$ cat src/rtl/mmdf_pkg.sv
// Package for the moving mean difference filter.
// Holds the sample width, the sequencer state type and the control structs.
// No dependencies.
`default_nettype none

package mmdf_pkg;

  localparam int SAMPLE_W = 16;

  typedef enum logic [1:0] {
    ST_IDLE,
    ST_SUM,
    ST_DIV,
    ST_FIN
  } state_t;

  typedef struct packed {
    logic accept;
    logic update;
  } win_ctrl_t;

  typedef struct packed {
    logic load;
    logic busy;
  } div_ctrl_t;

endpackage

`default_nettype wire

$ cat src/rtl/mmdf_in_if.sv
// Input channel of the moving mean difference filter: one sample per beat.
// Depends on mmdf_pkg.
`default_nettype none

interface mmdf_in_if import mmdf_pkg::*; ();
  logic                       valid;
  logic                       ready;
  logic signed [SAMPLE_W-1:0] sample_value;
  logic                       starts_block;

  modport source (output valid, output sample_value, output starts_block, input ready);
  modport sink (input valid, input sample_value, input starts_block, output ready);
endinterface

`default_nettype wire

$ cat src/rtl/mmdf_out_if.sv
// Result channel of the moving mean difference filter: one result per beat.
// Depends on mmdf_pkg.
`default_nettype none

interface mmdf_out_if import mmdf_pkg::*; ();
  logic                       valid;
  logic                       ready;
  logic signed [SAMPLE_W-1:0] mean_minus_sample;
  logic signed [SAMPLE_W-1:0] window_mean;

  modport source (output valid, output mean_minus_sample, output window_mean, input ready);
  modport sink (input valid, input mean_minus_sample, input window_mean, output ready);
endinterface

`default_nettype wire

$ cat src/rtl/mmdf_window.sv
// Sample window memory with running sum, write index and fill count.
// Depends on mmdf_pkg.
`default_nettype none

module mmdf_window import mmdf_pkg::*; #(
  parameter int WINDOW = 16
) (
  input  wire                                    clk,
  input  wire                                    rst_n,
  input  win_ctrl_t                              ctrl,
  input  wire  signed [SAMPLE_W-1:0]             sample_value,
  input  wire                                    starts_block,
  output logic signed [SAMPLE_W+$clog2(WINDOW)-1:0] sum_nxt,
  output logic        [$clog2(WINDOW+1)-1:0]     count_nxt,
  output logic signed [SAMPLE_W-1:0]             cur_sample
);

  localparam int SUM_W = SAMPLE_W + $clog2(WINDOW);
  localparam int CNT_W = $clog2(WINDOW + 1);
  localparam int IDX_W = (WINDOW > 1) ? $clog2(WINDOW) : 1;

  logic signed [SAMPLE_W-1:0] mem [WINDOW];

  logic signed [SUM_W-1:0]    sum_r;
  logic        [IDX_W-1:0]    idx_r;
  logic        [CNT_W-1:0]    count_r;
  logic signed [SAMPLE_W-1:0] sample_r;
  logic signed [SAMPLE_W-1:0] old_r;
  logic                       old_valid_r;

  logic [IDX_W-1:0] wr_idx;
  logic             full;
  logic signed [SUM_W-1:0] old_term;

  // Writes run in order from index zero after a clear, so the entry under the
  // write index holds a live sample only once the window is full.
  assign full   = (count_r == CNT_W'(WINDOW));
  assign wr_idx = starts_block ? '0 : idx_r;

  always_ff @(posedge clk) begin
    if (ctrl.accept) begin
      old_r       <= mem[wr_idx];
      mem[wr_idx] <= sample_value;
      sample_r    <= sample_value;
      old_valid_r <= full && !starts_block;
    end
  end

  assign old_term   = old_valid_r ? SUM_W'(old_r) : '0;
  assign sum_nxt    = sum_r - old_term + SUM_W'(sample_r);
  assign count_nxt  = full ? count_r : count_r + CNT_W'(1);
  assign cur_sample = sample_r;

  always_ff @(posedge clk) begin
    if (!rst_n) begin
      sum_r   <= '0;
      idx_r   <= '0;
      count_r <= '0;
    end else if (ctrl.accept && starts_block) begin
      sum_r   <= '0;
      idx_r   <= '0;
      count_r <= '0;
    end else if (ctrl.update) begin
      sum_r   <= sum_nxt;
      count_r <= count_nxt;
      if (idx_r == IDX_W'(WINDOW - 1)) begin
        idx_r <= '0;
      end else begin
        idx_r <= idx_r + IDX_W'(1);
      end
    end
  end

endmodule

`default_nettype wire

$ cat src/rtl/mmdf_divider.sv
// Bit-serial restoring divider: signed sum over unsigned fill count,
// one quotient bit per cycle, truncating toward zero. Depends on mmdf_pkg.
`default_nettype none

module mmdf_divider import mmdf_pkg::*; #(
  parameter int DIVIDEND_W = 20,
  parameter int DIVISOR_W  = 5
) (
  input  wire                         clk,
  input  wire                         rst_n,
  input  wire                         load,
  input  wire  signed [DIVIDEND_W-1:0] dividend,
  input  wire         [DIVISOR_W-1:0]  divisor,
  output logic                        busy,
  output logic signed [SAMPLE_W-1:0]  quotient
);

  localparam int STEP_W = $clog2(DIVIDEND_W + 1);

  logic [DIVISOR_W-1:0]  rem_r;
  logic [DIVISOR_W-1:0]  div_r;
  logic [DIVIDEND_W-1:0] quo_r;
  logic                  neg_r;
  logic [STEP_W-1:0]     step_r;
  logic                  busy_r;

  logic [DIVISOR_W:0]    trial;
  logic                  ge;
  logic [DIVISOR_W:0]    diff;
  logic [SAMPLE_W-1:0]   mag;

  assign trial = {rem_r, quo_r[DIVIDEND_W-1]};
  assign ge    = (trial >= {1'b0, div_r});
  assign diff  = trial - {1'b0, div_r};

  always_ff @(posedge clk) begin
    if (load) begin
      neg_r <= dividend[DIVIDEND_W-1];
      quo_r <= dividend[DIVIDEND_W-1] ? DIVIDEND_W'(-dividend) : DIVIDEND_W'(dividend);
      rem_r <= '0;
      div_r <= divisor;
    end else if (busy_r) begin
      rem_r <= ge ? diff[DIVISOR_W-1:0] : trial[DIVISOR_W-1:0];
      quo_r <= {quo_r[DIVIDEND_W-2:0], ge};
    end
  end

  always_ff @(posedge clk) begin
    if (!rst_n) begin
      busy_r <= 1'b0;
      step_r <= '0;
    end else if (load) begin
      busy_r <= 1'b1;
      step_r <= STEP_W'(DIVIDEND_W);
    end else if (busy_r) begin
      step_r <= step_r - STEP_W'(1);
      busy_r <= (step_r != STEP_W'(1));
    end
  end

  assign mag      = quo_r[SAMPLE_W-1:0];
  assign quotient = neg_r ? -mag : mag;
  assign busy     = busy_r;

endmodule

`default_nettype wire

$ cat src/rtl/moving_mean_difference_filter.sv
// Each accepted input beat goes through ST_SUM (sum update, divider load),
// ST_DIV (bit-serial divide) and ST_FIN (result load, held while out is stalled).
// A new input beat is taken only in ST_IDLE, after the previous result is loaded.
// Reset clears sum, index, fill count and control; the window memory is not
// swept, since entries are only used once the window has been filled.
`default_nettype none

module moving_mean_difference_filter import mmdf_pkg::*; #(
  parameter int WINDOW = 16
) (
  input  wire        clk,
  input  wire        rst_n,
  mmdf_in_if.sink    in_chan,
  mmdf_out_if.source out_chan
);

  localparam int SUM_W = SAMPLE_W + $clog2(WINDOW);
  localparam int CNT_W = $clog2(WINDOW + 1);

  state_t state_r, state_nxt;
  win_ctrl_t win_ctrl;
  div_ctrl_t div_ctrl;

  logic signed [SUM_W-1:0]    sum_nxt;
  logic        [CNT_W-1:0]    count_nxt;
  logic signed [SAMPLE_W-1:0] cur_sample;
  logic signed [SAMPLE_W-1:0] quotient;
  logic                       div_busy;

  logic                       out_valid_r;
  logic signed [SAMPLE_W-1:0] mean_r;
  logic signed [SAMPLE_W-1:0] diff_r;
  logic                       out_load;

  mmdf_window #(.WINDOW(WINDOW)) u_window (
    .clk          (clk),
    .rst_n        (rst_n),
    .ctrl         (win_ctrl),
    .sample_value (in_chan.sample_value),
    .starts_block (in_chan.starts_block),
    .sum_nxt      (sum_nxt),
    .count_nxt    (count_nxt),
    .cur_sample   (cur_sample)
  );

  mmdf_divider #(.DIVIDEND_W(SUM_W), .DIVISOR_W(CNT_W)) u_divider (
    .clk      (clk),
    .rst_n    (rst_n),
    .load     (div_ctrl.load),
    .dividend (sum_nxt),
    .divisor  (count_nxt),
    .busy     (div_busy),
    .quotient (quotient)
  );

  always_ff @(posedge clk) begin
    if (!rst_n) begin
      state_r <= ST_IDLE;
    end else begin
      state_r <= state_nxt;
    end
  end

  always_comb begin
    state_nxt       = state_r;
    win_ctrl.accept = 1'b0;
    win_ctrl.update = 1'b0;
    div_ctrl.load   = 1'b0;
    div_ctrl.busy   = div_busy;
    out_load        = 1'b0;
    in_chan.ready   = 1'b0;
    case (state_r)
      ST_IDLE: begin
        in_chan.ready   = 1'b1;
        win_ctrl.accept = in_chan.valid;
        if (in_chan.valid) begin
          state_nxt = ST_SUM;
        end
      end
      ST_SUM: begin
        win_ctrl.update = 1'b1;
        div_ctrl.load   = 1'b1;
        state_nxt       = ST_DIV;
      end
      ST_DIV: begin
        if (!div_ctrl.busy) begin
          state_nxt = ST_FIN;
        end
      end
      ST_FIN: begin
        if (!out_valid_r || out_chan.ready) begin
          out_load  = 1'b1;
          state_nxt = ST_IDLE;
        end
      end
      default: begin
        state_nxt = ST_IDLE;
      end
    endcase
  end

  // The result register holds a finished beat while the next sample is taken.
  always_ff @(posedge clk) begin
    if (!rst_n) begin
      out_valid_r <= 1'b0;
    end else if (out_load) begin
      out_valid_r <= 1'b1;
    end else if (out_chan.ready) begin
      out_valid_r <= 1'b0;
    end
  end

  always_ff @(posedge clk) begin
    if (out_load) begin
      mean_r <= quotient;
      diff_r <= quotient - cur_sample;
    end
  end

  assign out_chan.valid             = out_valid_r;
  assign out_chan.window_mean       = mean_r;
  assign out_chan.mean_minus_sample = diff_r;

  a_accept_to_sum : assert property (@(posedge clk) disable iff (!rst_n)
    (in_chan.valid && in_chan.ready) |=> (state_r == ST_SUM))
    else $error("accepted beat did not start a sum update");

  a_sum_starts_div : assert property (@(posedge clk) disable iff (!rst_n)
    (state_r == ST_SUM) |=> (div_busy && state_r == ST_DIV))
    else $error("divider not running after sum update");

  a_fin_div_idle : assert property (@(posedge clk) disable iff (!rst_n)
    (state_r == ST_FIN) |-> !div_busy)
    else $error("result taken while divider still busy");

  a_load_sets_valid : assert property (@(posedge clk) disable iff (!rst_n)
    out_load |=> (out_valid_r && state_r == ST_IDLE))
    else $error("result beat not presented after load");

endmodule

`default_nettype wire

$ cat src/flat_wrapper.sv
// flat-port wrapper written by rule: the top's interface ports become plain ports
module moving_mean_difference_filter_flat import mmdf_pkg::*;
#(
  parameter int WINDOW = 16
)
  (clk, rst_n, in_chan_valid, in_chan_sample_value, in_chan_starts_block, in_chan_ready, out_chan_valid, out_chan_mean_minus_sample, out_chan_window_mean, out_chan_ready);
  mmdf_in_if in_chan_i ();
  mmdf_out_if out_chan_i ();
  input  wire clk;
  input  wire rst_n;
  input wire logic [$bits(in_chan_i.valid)-1:0] in_chan_valid;
  input wire logic [$bits(in_chan_i.sample_value)-1:0] in_chan_sample_value;
  input wire logic [$bits(in_chan_i.starts_block)-1:0] in_chan_starts_block;
  output wire logic [$bits(in_chan_i.ready)-1:0] in_chan_ready;
  output wire logic [$bits(out_chan_i.valid)-1:0] out_chan_valid;
  output wire logic [$bits(out_chan_i.mean_minus_sample)-1:0] out_chan_mean_minus_sample;
  output wire logic [$bits(out_chan_i.window_mean)-1:0] out_chan_window_mean;
  input wire logic [$bits(out_chan_i.ready)-1:0] out_chan_ready;
  assign in_chan_i.valid = in_chan_valid;
  assign in_chan_i.sample_value = in_chan_sample_value;
  assign in_chan_i.starts_block = in_chan_starts_block;
  assign in_chan_ready = in_chan_i.ready;
  assign out_chan_valid = out_chan_i.valid;
  assign out_chan_mean_minus_sample = out_chan_i.mean_minus_sample;
  assign out_chan_window_mean = out_chan_i.window_mean;
  assign out_chan_i.ready = out_chan_ready;
  moving_mean_difference_filter #(.WINDOW(WINDOW)) u_core (.clk(clk), .rst_n(rst_n), .in_chan(in_chan_i), .out_chan(out_chan_i));
endmodule
$ cat config.mk
export PLATFORM = sky130hd
export DESIGN_NAME = moving_mean_difference_filter_flat
export DESIGN_NICKNAME = d
export VERILOG_FILES = /design/src/rtl/mmdf_pkg.sv /design/src/rtl/mmdf_in_if.sv /design/src/rtl/mmdf_out_if.sv /design/src/rtl/mmdf_window.sv /design/src/rtl/mmdf_divider.sv /design/src/rtl/moving_mean_difference_filter.sv /design/src/flat_wrapper.sv
export SDC_FILE = /design/constraint.sdc
export NUM_CORES = 1
export LEC_CHECK = 0
export ABC_AREA = 1
export BUFFER_PORTS_ARGS = -buffer_cell sky130_fd_sc_hd__buf_2
export CORE_ASPECT_RATIO = 1.25
export CORE_UTILIZATION = 40
export DETAILED_ROUTE_END_ITERATION = 10
export PLACE_DENSITY_LB_ADDON = 0.15
export SETUP_SLACK_MARGIN = 0.15
export SLEW_MARGIN = 20
export SYNTH_ARGS = -nofsm -noshare
export SYNTH_HDL_FRONTEND = slang
export SYNTH_SLANG_ARGS = --single-unit
export TNS_END_PERCENT = 1
$ cat constraint.sdc
create_clock -name clk -period 4.12 [get_ports clk]
set_input_delay 0.824 -clock clk [delete_from_list [all_inputs] [get_ports clk]]
set_output_delay 0.824 -clock clk [all_outputs]
set_load 0.01 [all_outputs]
==> metrics <==
DRT Pass-1 Iters 6; grt total ovfl 0; Vert. Die Dim 238 µm; Rel. slew slack a little under a third; DRC viols 0; Netlist cell types 43; clock tree buffer depth 3; number of synthesized flops with an enable pin between 300 and 400; Post-Route Setup TNS 0 ns; Seq cells post-synth 390; max-slew violations 0; Total Routing Usage GR 20.2%; Crit Path Category reg -> reg; final setup fails 0; Synthesis Warnings 0; I/O pin total 55; Nets around 1800; largest net degree at the start of global routing 65; worst vdd ir 0.533 mV; root buffer cell clkbuf_16; H-tree levels 2; share of post-route cells with drive strength above 1 between 10% and 20%; clk_lat worst skew 0.55 ns; crit path buf inv count 3; CP Max Fanout 19; Primary FF master, synth edfxtp_1; Routed WL per cell a little under 20 µm; worst path required time between 4 and 5 ns; CP max stage delay ~0.47 ns; Tcrit/Tclk final 87.5%; clk sinks 390; fin cells 2287; post-route antenna net violation count 0; placed cell count 2207; skew final around 0.014 ns; CP top delay family simple AND/OR/NAND/NOR gates; async set-reset flop share out of synthesis 0%; Mean Syn Cell Area 11.2 µm²; Iter 0 DRT Violations 561; Pleak 8.08 nW; Total Wirelength 45000 µm; FILL cells 4162; vias per inst 5.19; Inserted Clock Buffers a little over 40; Area Growth Syn to Fin 13.7%; gpl congestion 0.893; crit path cell chain buf_4, nand2_1, inv_1, fa_1, inv_1, ha_1, nand2_1, nor2_1, nand2_1, nand3_2, nand2_1, nand2_1, nand2_2, nand2_2, nand2_2, nand2_2, nand2_2, nand2_4, nand2_2, o21ai_0, o21ai_1; clock slew seen by the registers of the worst setup and hold paths ~0.06 ns; Worst Tran Pin Value 1.04 ns; vias 11880; die area 45600 µm²; sequential area share after synthesis 63.1%; fmax 277 MHz; Netlist Area Pre-Place about 18000 µm²; Most common cell on crit path nand2_2; crit path time final approximately 3.6 ns; # rows 86; outcome completed; PwrDens 828 nW/µm²; Critical-path top delay cell fa_1; CP Data Arrival Time 3.90 ns; Final Hold Violating Endpoints 0; crit path launch type flip-flop; Critical Path Sink Type flip-flop; vias in the first global route 11937; unrepaired setup endpoints after global routing false; first-pass GRT wire length 69300 µm; hold_buf cts 0; post-detail-place hpwl 31200 µm; Tightest Hold Check Type reg -> reg; CTS tree yes; number of antenna violations at the first check in global routing 1; core footprint roughly 44000 µm²; Initial Util ~41%; final hold slack between 0.4 and 0.5 ns; synthesized net count 1685; Die X roughly 190 µm; number of max-cap violations 0; cell count after synthesis 1591; Port Buffers 54
routing by layer:
metal	GRT usage (%)	share of wire, %	vias up
met3	2.81	3.9	79
li1	-	-	5754
met4	6.52	2.8	0
met5	0	0	-
met1	24.5	41	5790
met2	36.7	52	257
through the flow:
stage                     worst slack (ns)  power [mW]  utilization (%)  instance area, µm²
final                                0.516        16.8             46.1               20300
after global routing                 0.228        18.2             46.1               20300
after CTS                            0.318        16.9             46.0               20300
after detailed placement             0.307        13.4             43.1               19000
after global placement               0.379        13.3             43.1               19000
after floorplan                      0.851        11.3                -               17900
cells in the final DEF (no fill, tap or decap), drive strengths merged, types with 3 or more instances in the layout:
| master | n |
|---|---|
| nand4 | 13 |
| xnor2 | 4 |
| dfxtp | 43 |
| inv | 234 |
| buf | 97 |
| nand2 | 263 |
| clkbuf | 56 |
| a22oi | 128 |
| o21ai | 53 |
| ha | 52 |
| o21bai | 4 |
| nand3b | 6 |
| edfxtp | 347 |
| nor2 | 102 |
| nand3 | 63 |
| fa | 21 |
| xor2 | 37 |
| o22ai | 3 |
| nor3 | 11 |
| clkinv | 22 |
| o211ai | 7 |
| a21oi | 120 |
| or4 | 14 |
cells by family after synthesis:
kind of cell	after synthesis	synth area share [%]
flops	390	63.1
compound gates	326	11.3
buf+inv	287	6.23
fa+ha+maj	73	5.99
simple gates	474	11.4
xor+xnor	41	2.01
synth_stat cells (11+ instances only):
master | instances | area [µm²]
edfxtp_1 | 347 | 10400
a22oi_1 | 128 | 961
nor3_1 | 11 | 55.1
o21ai_0 | 45 | 225
buf_2 | 17 | 85.1
fa_1 | 21 | 420
clkbuf_1 | 22 | 82.6
dfxtp_1 | 43 | 861
nand2_1 | 253 | 950
nor2_1 | 98 | 368
nand3_1 | 61 | 305
ha_1 | 52 | 651
a21oi_1 | 120 | 601
nand4_1 | 13 | 81.3
xor2_1 | 37 | 324
or4_1 | 14 | 105
inv_1 | 231 | 867
worst register-to-register path: stages, from the launching register on:
cell and delay (ns):
edfxtp_1 0.43, buf_4 0.21, nand2_1 0.07, inv_1 0.05, fa_1 0.47, inv_1 0.04
ha_1 0.36, nand2_1 0.13, nor2_1 0.22, nand2_1 0.12, nand3_2 0.09, nand2_1 0.07
nand2_1 0.11, nand2_2 0.07, nand2_2 0.07, nand2_2 0.07, nand2_2 0.08, nand2_2 0.06
nand2_4 0.21, nand2_2 0.16, o21ai_0 0.19, o21ai_1 0.08
area by class of cell:
type                            count  area (µm²)  share of cell area (%)
Antenna cell                        1        2.50                  0.0123
Clock buffer                       56        1120                    5.53
Clock inverter                     19         116                   0.572
Inverter                          238         893                    4.40
Multi-Input combinational cell    914        5560                    27.3
Sequential cell                   390       11300                    55.5
Tap cell                          572         716                    3.52
Timing Repair Buffer               97         638                    3.14
state kept, by name (all words and copies together) (netlist names), 2 cells and up:
register / cells
u_core.u_divider.quo_r: 20
u_core.u_divider.rem_r: 5
u_core.u_window.cur_sample: 16
u_core.out_chan.window_mean: 16
u_core.u_divider.div_r: 5
u_core.state_r: 2
u_core.u_window.count_r: 5
u_core.u_window.old_r: 16
u_core.u_divider.step_r: 5
u_core.out_chan.mean_minus_sample: 16
u_core.u_window.mem: 256
u_core.u_window.sum_r: 20
u_core.u_window.idx_r: 4
power by group:
group / switching [mW] / internal [mW] / total (mW)
clock network: 1.53 / 1.92 / 3.45
registers: 0.290 / 5.21 / 5.50
logic: 5.35 / 2.53 / 7.89
total: 7.17 / 9.66 / 16.8
what timing repair did:
action / in CTS / in global routing
hold endpoints to repair: 0 / 0
resized for setup: 0 / 0
setup endpoints to repair: 0 / 6
buffers inserted: 0 / 3
final timing paths:
check / start / cells past startpoint / slack (ns) / to
setup / recovery: u_core.u_window.old_valid_r$_DFFE_PP_ / 21 / 0.52 / u_core.u_divider.quo_r[9]$_DFFE_PP_
hold / removal: u_core.u_window.sum_r[13]$_SDFFE_PP0P_ / 2 / 0.47 / u_core.u_window.sum_r[13]$_SDFFE_PP0P_
setup reg to reg: u_core.u_window.old_valid_r$_DFFE_PP_ / 21 / 0.52 / u_core.u_divider.quo_r[9]$_DFFE_PP_
hold reg to reg: u_core.u_window.sum_r[13]$_SDFFE_PP0P_ / 2 / 0.47 / u_core.u_window.sum_r[13]$_SDFFE_PP0P_
Note: power is estimated with default switching activity, not from simulation.
